## config.mk

```make
export PLATFORM = sky130hd
export DESIGN_NAME = card_access_list_controller_unit_flat
export DESIGN_NICKNAME = d
export VERILOG_FILES = /design/src/rtl/calc_pkg.sv /design/src/rtl/calc_if.sv /design/src/rtl/calc_ram.sv /design/src/rtl/calc_ctrl.sv /design/src/rtl/card_access_list_controller_unit.sv /design/src/flat_wrapper.sv
export SDC_FILE = /design/constraint.sdc
export NUM_CORES = 2
export LEC_CHECK = 0
export ABC_AREA = 1
export CORE_UTILIZATION = 40
export CTS_CLUSTER_DIAMETER = 60
export DETAILED_ROUTE_END_ITERATION = 10
export DONT_BUFFER_PORTS = 1
export PLACE_DENSITY = 0.66
export SLEW_MARGIN = 20
export SYNTH_ARGS = -nofsm -noshare
export SYNTH_HDL_FRONTEND = slang
export SYNTH_SLANG_ARGS = --single-unit
```

## constraint.sdc

```tcl
create_clock -name clk -period 5.6 [get_ports clk]
set_input_delay 0.28 -clock clk [delete_from_list [all_inputs] [get_ports clk]]
set_output_delay 0.28 -clock clk [all_outputs]
set_load 0.005 [all_outputs]
```

## src/rtl/calc_pkg.sv

```systemverilog
// shared constants, codes and types of the card access-list controller
package calc_pkg;

    // table geometry
    localparam int TABLE_DEPTH = 64;
    localparam int IDX_W       = (TABLE_DEPTH > 1) ? $clog2(TABLE_DEPTH) : 1;
    localparam int CNT_W       = $clog2(TABLE_DEPTH + 1);

    // field widths
    localparam int UID_W     = 32;
    localparam int TICK_W    = 16;
    localparam int EVENT_W   = 3;
    localparam int STORED_W  = 7;
    localparam int CFG_IDX_W = 1;
    localparam int CFG_DAT_W = 32;

    // reset value of the idle timeout
    localparam logic [TICK_W-1:0] TIMEOUT_RESET = 16'd10000;

    // result event codes
    localparam logic [EVENT_W-1:0] EV_ENTER   = 3'd0;
    localparam logic [EVENT_W-1:0] EV_ADDED   = 3'd1;
    localparam logic [EVENT_W-1:0] EV_REMOVED = 3'd2;
    localparam logic [EVENT_W-1:0] EV_GRANTED = 3'd3;
    localparam logic [EVENT_W-1:0] EV_DENIED  = 3'd4;
    localparam logic [EVENT_W-1:0] EV_TIMEOUT = 3'd5;
    localparam logic [EVENT_W-1:0] EV_FULL    = 3'd6;

    // configuration register indexes
    localparam logic [CFG_IDX_W-1:0] REG_MASTER_UID    = 1'b0;
    localparam logic [CFG_IDX_W-1:0] REG_TIMEOUT_TICKS = 1'b1;

    // input item mode codes
    localparam logic MODE_CARD = 1'b0;
    localparam logic MODE_TICK = 1'b1;

    // configuration seen by the controller
    typedef struct packed {
        logic [UID_W-1:0]  master_uid;
        logic [TICK_W-1:0] timeout_ticks;
    } cfg_t;

    // one result item
    typedef struct packed {
        logic [EVENT_W-1:0]  event_res;
        logic [STORED_W-1:0] stored_cards;
    } res_t;

endpackage

```

## src/rtl/calc_if.sv

```systemverilog
// valid/ready channel interfaces for card items and result items

// card or tick channel
interface calc_in_if;
    logic                        valid;
    logic                        ready;
    logic                        mode;
    logic [calc_pkg::UID_W-1:0]  card_uid;

    modport source (output valid, output mode, output card_uid, input ready);
    modport sink   (input valid, input mode, input card_uid, output ready);
    modport mon    (input valid, input ready, input mode, input card_uid);
endinterface

// result channel
interface calc_out_if;
    logic                           valid;
    logic                           ready;
    logic [calc_pkg::EVENT_W-1:0]   event_res;
    logic [calc_pkg::STORED_W-1:0]  stored_cards;

    modport source (output valid, output event_res, output stored_cards, input ready);
    modport sink   (input valid, input event_res, input stored_cards, output ready);
    modport mon    (input valid, input ready, input event_res, input stored_cards);
endinterface

```

## src/rtl/calc_ram.sv

```systemverilog
// simple dual-port table memory, one write port and one registered read port
module calc_ram #(
    parameter int DEPTH = 64,
    parameter int WIDTH = 32,
    parameter int AW    = (DEPTH > 1) ? $clog2(DEPTH) : 1
) (
    input  logic             clk,
    input  logic             wr_en,
    input  logic [AW-1:0]    wr_addr,
    input  logic [WIDTH-1:0] wr_data,
    input  logic [AW-1:0]    rd_addr,
    output logic [WIDTH-1:0] rd_data
);

    logic [WIDTH-1:0] mem [DEPTH];
    logic [WIDTH-1:0] rd_data_reg;

    // write port
    always_ff @(posedge clk)
    begin
        if (wr_en)
        begin
            mem[wr_addr] <= wr_data;
        end
    end

    // read port, registered
    always_ff @(posedge clk)
    begin
        rd_data_reg <= mem[rd_addr];
    end

    assign rd_data = rd_data_reg;

endmodule

```

## src/rtl/calc_ctrl.sv

```systemverilog
// sequencer: mode handling, table search, shift-down removal and append
module calc_ctrl (
    input  logic                           clk,
    input  logic                           rst_n,
    input  calc_pkg::cfg_t                 cfg,
    // input item
    input  logic                           in_valid,
    output logic                           in_ready,
    input  logic                           in_mode,
    input  logic [calc_pkg::UID_W-1:0]     in_uid,
    // result towards the output register
    output logic                           res_valid,
    input  logic                           res_ready,
    output calc_pkg::res_t                 res,
    // table memory
    output logic                           ram_wr_en,
    output logic [calc_pkg::IDX_W-1:0]     ram_wr_addr,
    output logic [calc_pkg::UID_W-1:0]     ram_wr_data,
    output logic [calc_pkg::IDX_W-1:0]     ram_rd_addr,
    input  logic [calc_pkg::UID_W-1:0]     ram_rd_data
);

    typedef enum logic [2:0] {
        S_IDLE,
        S_SEARCH,
        S_RESOLVE,
        S_SHIFT,
        S_DONE
    } state_t;

    state_t                             state_reg, state_next;
    logic                               prog_reg, prog_next;
    logic [calc_pkg::TICK_W-1:0]        idle_reg, idle_next;
    logic [calc_pkg::CNT_W-1:0]         total_reg, total_next;
    logic [calc_pkg::UID_W-1:0]         uid_reg, uid_next;
    logic [calc_pkg::CNT_W-1:0]         iss_reg, iss_next;
    logic                               pend_valid_reg, pend_valid_next;
    logic [calc_pkg::CNT_W-1:0]         pend_idx_reg, pend_idx_next;
    logic                               found_reg, found_next;
    logic [calc_pkg::CNT_W-1:0]         pos_reg, pos_next;
    logic [calc_pkg::EVENT_W-1:0]       ev_reg, ev_next;

    logic                               issue;
    logic                               match;
    logic [calc_pkg::CNT_W-1:0]         shift_dst;

    // a read is issued while the walk pointer is below the fill count
    assign issue     = (iss_reg < total_reg);
    // read data belongs to the entry issued in the previous cycle
    assign match     = pend_valid_reg && (ram_rd_data == uid_reg);
    assign shift_dst = pend_idx_reg - calc_pkg::CNT_W'(1);

    assign ram_rd_addr = iss_reg[calc_pkg::IDX_W-1:0];

    assign in_ready           = (state_reg == S_IDLE);
    assign res_valid          = (state_reg == S_DONE);
    assign res.event_res      = ev_reg;
    assign res.stored_cards   = calc_pkg::STORED_W'(total_reg);

    // next-state logic
    always_comb
    begin
        state_next      = state_reg;
        prog_next       = prog_reg;
        idle_next       = idle_reg;
        total_next      = total_reg;
        uid_next        = uid_reg;
        iss_next        = iss_reg;
        pend_valid_next = pend_valid_reg;
        pend_idx_next   = pend_idx_reg;
        found_next      = found_reg;
        pos_next        = pos_reg;
        ev_next         = ev_reg;
        ram_wr_en       = 1'b0;
        ram_wr_addr     = total_reg[calc_pkg::IDX_W-1:0];
        ram_wr_data     = uid_reg;

        case (state_reg)
            S_IDLE:
            begin
                if (in_valid)
                begin
                    if (in_mode == calc_pkg::MODE_TICK)
                    begin
                        // ticks only matter in programming mode
                        if (prog_reg)
                        begin
                            if (idle_reg >= cfg.timeout_ticks)
                            begin
                                prog_next  = 1'b0;
                                ev_next    = calc_pkg::EV_TIMEOUT;
                                state_next = S_DONE;
                            end
                            else
                            begin
                                idle_next = idle_reg + calc_pkg::TICK_W'(1);
                            end
                        end
                    end
                    else if (in_uid == cfg.master_uid)
                    begin
                        // master card always (re)opens programming mode
                        prog_next  = 1'b1;
                        idle_next  = '0;
                        ev_next    = calc_pkg::EV_ENTER;
                        state_next = S_DONE;
                    end
                    else
                    begin
                        uid_next        = in_uid;
                        iss_next        = '0;
                        pend_valid_next = 1'b0;
                        state_next      = S_SEARCH;
                    end
                end
            end

            S_SEARCH:
            begin
                // pipelined walk: issue one read, compare the previous one
                pend_valid_next = issue;
                pend_idx_next   = iss_reg;
                if (issue)
                begin
                    iss_next = iss_reg + calc_pkg::CNT_W'(1);
                end
                if (match)
                begin
                    found_next      = 1'b1;
                    pos_next        = pend_idx_reg;
                    pend_valid_next = 1'b0;
                    state_next      = S_RESOLVE;
                end
                else if (!pend_valid_reg && !issue)
                begin
                    found_next = 1'b0;
                    state_next = S_RESOLVE;
                end
            end

            S_RESOLVE:
            begin
                if (prog_reg)
                begin
                    idle_next = '0;
                    if (found_reg)
                    begin
                        // start shifting the later entries down by one
                        iss_next        = pos_reg + calc_pkg::CNT_W'(1);
                        pend_valid_next = 1'b0;
                        state_next      = S_SHIFT;
                    end
                    else if (total_reg >= calc_pkg::CNT_W'(calc_pkg::TABLE_DEPTH))
                    begin
                        ev_next    = calc_pkg::EV_FULL;
                        state_next = S_DONE;
                    end
                    else
                    begin
                        // append at the fill count
                        ram_wr_en  = 1'b1;
                        total_next = total_reg + calc_pkg::CNT_W'(1);
                        ev_next    = calc_pkg::EV_ADDED;
                        state_next = S_DONE;
                    end
                end
                else
                begin
                    ev_next    = found_reg ? calc_pkg::EV_GRANTED : calc_pkg::EV_DENIED;
                    state_next = S_DONE;
                end
            end

            S_SHIFT:
            begin
                // read entry k+1 now, write it to entry k next cycle
                pend_valid_next = issue;
                pend_idx_next   = iss_reg;
                if (issue)
                begin
                    iss_next = iss_reg + calc_pkg::CNT_W'(1);
                end
                if (pend_valid_reg)
                begin
                    ram_wr_en   = 1'b1;
                    ram_wr_addr = shift_dst[calc_pkg::IDX_W-1:0];
                    ram_wr_data = ram_rd_data;
                end
                if (!pend_valid_reg && !issue)
                begin
                    total_next = total_reg - calc_pkg::CNT_W'(1);
                    ev_next    = calc_pkg::EV_REMOVED;
                    state_next = S_DONE;
                end
            end

            S_DONE:
            begin
                if (res_ready)
                begin
                    state_next = S_IDLE;
                end
            end

            default:
            begin
                state_next = S_IDLE;
            end
        endcase
    end

    // state and registered outputs
    always_ff @(posedge clk or negedge rst_n)
    begin
        if (!rst_n)
        begin
            state_reg      <= S_IDLE;
            prog_reg       <= 1'b0;
            idle_reg       <= '0;
            total_reg      <= '0;
            pend_valid_reg <= 1'b0;
            iss_reg        <= '0;
        end
        else
        begin
            state_reg      <= state_next;
            prog_reg       <= prog_next;
            idle_reg       <= idle_next;
            total_reg      <= total_next;
            pend_valid_reg <= pend_valid_next;
            iss_reg        <= iss_next;
        end
    end

    // payload registers
    always_ff @(posedge clk)
    begin
        uid_reg      <= uid_next;
        pend_idx_reg <= pend_idx_next;
        found_reg    <= found_next;
        pos_reg      <= pos_next;
        ev_reg       <= ev_next;
    end

endmodule

```

## src/rtl/card_access_list_controller_unit.sv

```systemverilog
// top level of the card access-list controller: config registers, output register
//
// Each input beat is a presented card or one time tick; each card beat yields one
// result beat, a tick yields one only when it ends programming mode. A card other
// than the master card walks the card table, which sits in a single memory with one
// read and one write port, the read port registered: the search stops at the hit,
// and a removal then shifts the later entries down at one entry per cycle, so search
// and shift together pass over the table once. One item is worked on at a time; a
// finished result waits in the output register while the next item is taken. The
// table needs no clearing after reset: only entries below the fill count are ever
// read.
module card_access_list_controller_unit (
    input  logic                            clk,
    input  logic                            rst_n,
    calc_in_if.sink                         card_in,
    calc_out_if.source                      event_out,
    input  logic                            cfg_we,
    input  logic [calc_pkg::CFG_IDX_W-1:0]  cfg_index,
    input  logic [calc_pkg::CFG_DAT_W-1:0]  cfg_wdata
);

    calc_pkg::cfg_t                    cfg_reg;
    logic                              out_valid_reg;
    calc_pkg::res_t                    out_res_reg;

    logic                              res_valid;
    logic                              res_ready;
    calc_pkg::res_t                    res;

    logic                              ram_wr_en;
    logic [calc_pkg::IDX_W-1:0]        ram_wr_addr;
    logic [calc_pkg::UID_W-1:0]        ram_wr_data;
    logic [calc_pkg::IDX_W-1:0]        ram_rd_addr;
    logic [calc_pkg::UID_W-1:0]        ram_rd_data;

    // configuration registers
    always_ff @(posedge clk or negedge rst_n)
    begin
        if (!rst_n)
        begin
            cfg_reg.master_uid    <= '0;
            cfg_reg.timeout_ticks <= calc_pkg::TIMEOUT_RESET;
        end
        else if (cfg_we)
        begin
            case (cfg_index)
                calc_pkg::REG_MASTER_UID:
                begin
                    cfg_reg.master_uid <= cfg_wdata[calc_pkg::UID_W-1:0];
                end
                calc_pkg::REG_TIMEOUT_TICKS:
                begin
                    cfg_reg.timeout_ticks <= cfg_wdata[calc_pkg::TICK_W-1:0];
                end
                default:
                begin
                    cfg_reg <= cfg_reg;
                end
            endcase
        end
    end

    // output register, free when empty or being drained this cycle
    assign res_ready = !out_valid_reg || event_out.ready;

    always_ff @(posedge clk or negedge rst_n)
    begin
        if (!rst_n)
        begin
            out_valid_reg <= 1'b0;
        end
        else if (res_ready)
        begin
            out_valid_reg <= res_valid;
        end
    end

    always_ff @(posedge clk)
    begin
        if (res_ready && res_valid)
        begin
            out_res_reg <= res;
        end
    end

    assign event_out.valid        = out_valid_reg;
    assign event_out.event_res    = out_res_reg.event_res;
    assign event_out.stored_cards = out_res_reg.stored_cards;

    // sequencer
    calc_ctrl u_ctrl (
        .clk         (clk),
        .rst_n       (rst_n),
        .cfg         (cfg_reg),
        .in_valid    (card_in.valid),
        .in_ready    (card_in.ready),
        .in_mode     (card_in.mode),
        .in_uid      (card_in.card_uid),
        .res_valid   (res_valid),
        .res_ready   (res_ready),
        .res         (res),
        .ram_wr_en   (ram_wr_en),
        .ram_wr_addr (ram_wr_addr),
        .ram_wr_data (ram_wr_data),
        .ram_rd_addr (ram_rd_addr),
        .ram_rd_data (ram_rd_data)
    );

    // card table
    calc_ram #(
        .DEPTH (calc_pkg::TABLE_DEPTH),
        .WIDTH (calc_pkg::UID_W),
        .AW    (calc_pkg::IDX_W)
    ) u_table (
        .clk     (clk),
        .wr_en   (ram_wr_en),
        .wr_addr (ram_wr_addr),
        .wr_data (ram_wr_data),
        .rd_addr (ram_rd_addr),
        .rd_data (ram_rd_data)
    );

endmodule

```

## src/flat_wrapper.sv

```systemverilog
// flat-port wrapper written by rule: the top's interface ports become plain ports
module card_access_list_controller_unit_flat 
  (clk, rst_n, cfg_we, cfg_index, cfg_wdata, card_in_valid, card_in_mode, card_in_card_uid, card_in_ready, event_out_valid, event_out_event_res, event_out_stored_cards, event_out_ready);
  calc_in_if card_in_i ();
  calc_out_if event_out_i ();
  input  logic clk;
  input  logic rst_n;
  input  logic cfg_we;
  input  logic [calc_pkg::CFG_IDX_W-1:0] cfg_index;
  input  logic [calc_pkg::CFG_DAT_W-1:0] cfg_wdata;
  input wire logic [$bits(card_in_i.valid)-1:0] card_in_valid;
  input wire logic [$bits(card_in_i.mode)-1:0] card_in_mode;
  input wire logic [$bits(card_in_i.card_uid)-1:0] card_in_card_uid;
  output wire logic [$bits(card_in_i.ready)-1:0] card_in_ready;
  output wire logic [$bits(event_out_i.valid)-1:0] event_out_valid;
  output wire logic [$bits(event_out_i.event_res)-1:0] event_out_event_res;
  output wire logic [$bits(event_out_i.stored_cards)-1:0] event_out_stored_cards;
  input wire logic [$bits(event_out_i.ready)-1:0] event_out_ready;
  assign card_in_i.valid = card_in_valid;
  assign card_in_i.mode = card_in_mode;
  assign card_in_i.card_uid = card_in_card_uid;
  assign card_in_ready = card_in_i.ready;
  assign event_out_valid = event_out_i.valid;
  assign event_out_event_res = event_out_i.event_res;
  assign event_out_stored_cards = event_out_i.stored_cards;
  assign event_out_i.ready = event_out_ready;
  card_access_list_controller_unit u_core (.clk(clk), .rst_n(rst_n), .card_in(card_in_i), .event_out(event_out_i), .cfg_we(cfg_we), .cfg_index(cfg_index), .cfg_wdata(cfg_wdata));
endmodule
```

==> summary.md <==
| Metric | Value |
|---|---|
| Post-synth EDFFs | 2,108 |
| PnR worst setup slack | 1.79 ns |
| Most numerous cell in the Yosys netlist | edfxtp_1 |
| CTS H-tree lvls | 4 |
| Post-synth top flop | edfxtp_1 |
| Minimum clock period | 3.81 ns |
| Initial antenna violation count | 8 |
| Die area | 0.225 mm² |
| Clock latency on the worst-skew pair | 0.87 ns |
| Pwr dens | 437 mW/mm² |
| Synth Instances | 7,201 |
| Setup-failing EPs final | 0 |
| Routed Antenna Nets | 0 |
| Top cells by count, synth | edfxtp_1, nor2_1, o21ai_0 |
| Final hold slack | 0.0704 ns |
| Critical Path RT | 6.06 ns |
| Critical path arrival | 4.27 ns |
| Total GRT Usage | 0.222 |
| DRT iter0 DRCs | 8,572 |
| Routed WL | 258 mm |
| Hold Path Class | primary input to register |
| Placement Rows | 173 |
| RSZ-0062 raised after global routing | no |
| Fmax | 0.262 GHz |
| Synth warn | 0 |
| Initial Utilization | 0.402 |
| Max Cap Viol | 0 |
| Cell Area, Synth | 0.0893 mm² |
| Die width | 475 µm |
| Port buffer count | 0 |
| Core ar. | 0.222 mm² |
| Wire per inst | 24.9 µm |
| Setup TNS | 0 ns |
| WS Path Type | register to register |
| Status | complete, no violations |
| Share of flip-flops with an asynchronous set or reset | 0.0378 |
| Root buffer cell | clkbuf_16 |
| Peak VDD IR | 0.000431 V |
| Final worst path period share | 0.681 |
| P_leak | 33.7 nW |
| Slew headroom | 0.218 |
| Post-synthesis sequential area ratio | 0.739 |
| Clock sink total | 2,224 |
| Share of cells above drive strength 1 | 0.0821 |
| Total gr overflow | 0 |
| HPWL after detailed placement | 144 mm |
| Critical Path Source Type | register |
| Largest register FFs | 2,048 |
| Bufs on Longest Clock Path | 3 |
| Hold Vio Cnt, Final | 0 |
| Worst-Margin Slew | 1.17 ns |
| CTS tree | done |
| Worst setup EP type | register |
| Layout overhead on the synthesized area | 13.3% |
| First-pass iteration count of the detailed router | 7 |
| Pre-CTS WS | 1.80 ns |
| Via/cell ratio | 5.74 |
| #FFs+latches synth | 2,224 |
| Final GP Congestion | 0.896 |
| Inserted Clock Buffers | 213 |
| Synthesized Nets | 7,303 |
| DR vias | 59,300 |
| Post-synthesis cell type count | 50 |
| Vias in the first global route | 55,900 |
| Total power | 44.2 mW |
| Synth top area cells | edfxtp_1, o21ai_0, nor2_1 |
| Worst Skew | 0.0476 ns |
| CTS clock-pin slew for the worst setup and hold paths | 0.06 ns |
| Area leader, netlist | edfxtp_1 |
| I/O pin cnt | 83 |
| Placed Area | 0.0930 mm² |
| Die height | 475 µm |
| DRC | 0 |
| First-pass GRT wire length | 371 mm |
| Slew Viols, Final | 0 |
| Post-synth top area share | 0.709 |
| Avg Cell Area, Syn | 12.4 µm² |
| Cell area after layout | 0.101 mm² |
| Final nets | 7,276 |
| Largest net degree at the start of global routing | 196 |
| Crit Path Max Fanout | 32 |
critical path, stage by stage (launching register included):
cell     delay [ns]
dfrtp_1        0.52
nand3_2        0.23
nor2_4         0.20
buf_4          0.29
nand3_1        0.13
o21ai_2        0.12
inv_2          0.05
nor2_1         0.19
nand2_2        0.58
nor2_4         1.07
power breakdown:
part / switching, mW / internal (mW) / leakage, nW / total (mW)
logic: 7.73 / 2.66 / 10.1 / 10.4
clock network: 6.37 / 7.88 / 3.34 / 14.2
registers: 0.538 / 19.1 / 20.3 / 19.6
cell usage in the layout, fill, tap and decap left out, drive strengths merged, types with 8 or more instances in the layout:
cell type | netlist | final
xor2 | 12 | 12
and2 | 25 | 25
clkbuf | 276 | 254
buf | 194 | 138
dlygate4sd3 | 0 | 90
edfxtp | 2108 | 2108
nand3 | 440 | 440
a21oi | 28 | 28
xnor2 | 39 | 39
dfxtp | 32 | 32
nand2 | 880 | 880
clkinv | 3 | 100
inv | 156 | 175
o21ai | 1134 | 1134
ha | 30 | 30
mux2 | 13 | 13
nor2 | 1181 | 1181
o22ai | 513 | 513
clkinvlp | 0 | 8
nor3 | 12 | 12
nand4 | 22 | 22
dfrtp | 79 | 79
bufinv | 0 | 16
what timing repair did:
| action | CTS | global route |
|---|---|---|
| hold endpoints to repair | 221 | 0 |
| hold buffers | 92 | 0 |
| resized for setup | 0 | 0 |
| setup buffers | 0 | 0 |
layer usage:
metal | up-vias | global-route usage | wire length [µm]
met5 | - | 0 | 0
met4 | 0 | 0.116 | 14200
met3 | 619 | 0.0436 | 24300
met2 | 3155 | 0.350 | 121000
met1 | 29400 | 0.290 | 98500
li1 | 26100 | - | -
metrics by stage:
step,util,cells
finish,0.456,10300
global placement,0.418,9824
floorplan,-,7201
detailed placement,0.419,9825
global route,0.456,10300
CTS,0.454,10300
cells by family after synthesis:
| logic type | share of synthesized area |
|---|---|
| compound gates | 0.102 |
| xor+xnor | 0.00500 |
| fa+ha+maj | 0.00443 |
| buf+inv | 0.0308 |
| flops | 0.739 |
| mux | 0.00175 |
| simple gates | 0.117 |
cell type report:
class                           count  area [µm²]
Sequential cell                  2224       66100
Clock buffer                      254        5590
Inverter                          159         633
Fill cell                       19400      121000
Timing Repair Buffer              228        2560
Clock inverter                    140        1250
Antenna cell                        3        7.51
Multi-Input combinational cell   4348       21400
Tap cell                         2975        3720
final timing paths:
check,start,to,slack (ns),cells after the start
max,u_core.u_ctrl.state_reg[0],u_core.u_table.mem[22][28],1.79,9
min,card_in_mode,u_core.u_ctrl.idle_reg[0],0.07,4
max reg2reg,u_core.u_ctrl.state_reg[0],u_core.u_table.mem[22][28],1.79,9
min reg2reg,u_core.u_ctrl.ev_reg[2],u_core.event_out.event_res[2],0.43,0
max in group asynchronous,rst_n,u_core.u_ctrl.iss_reg[2],4.54,4
min in group asynchronous,rst_n,u_core.cfg_reg[13],0.59,3
Power figures use the tool's default switching activity.
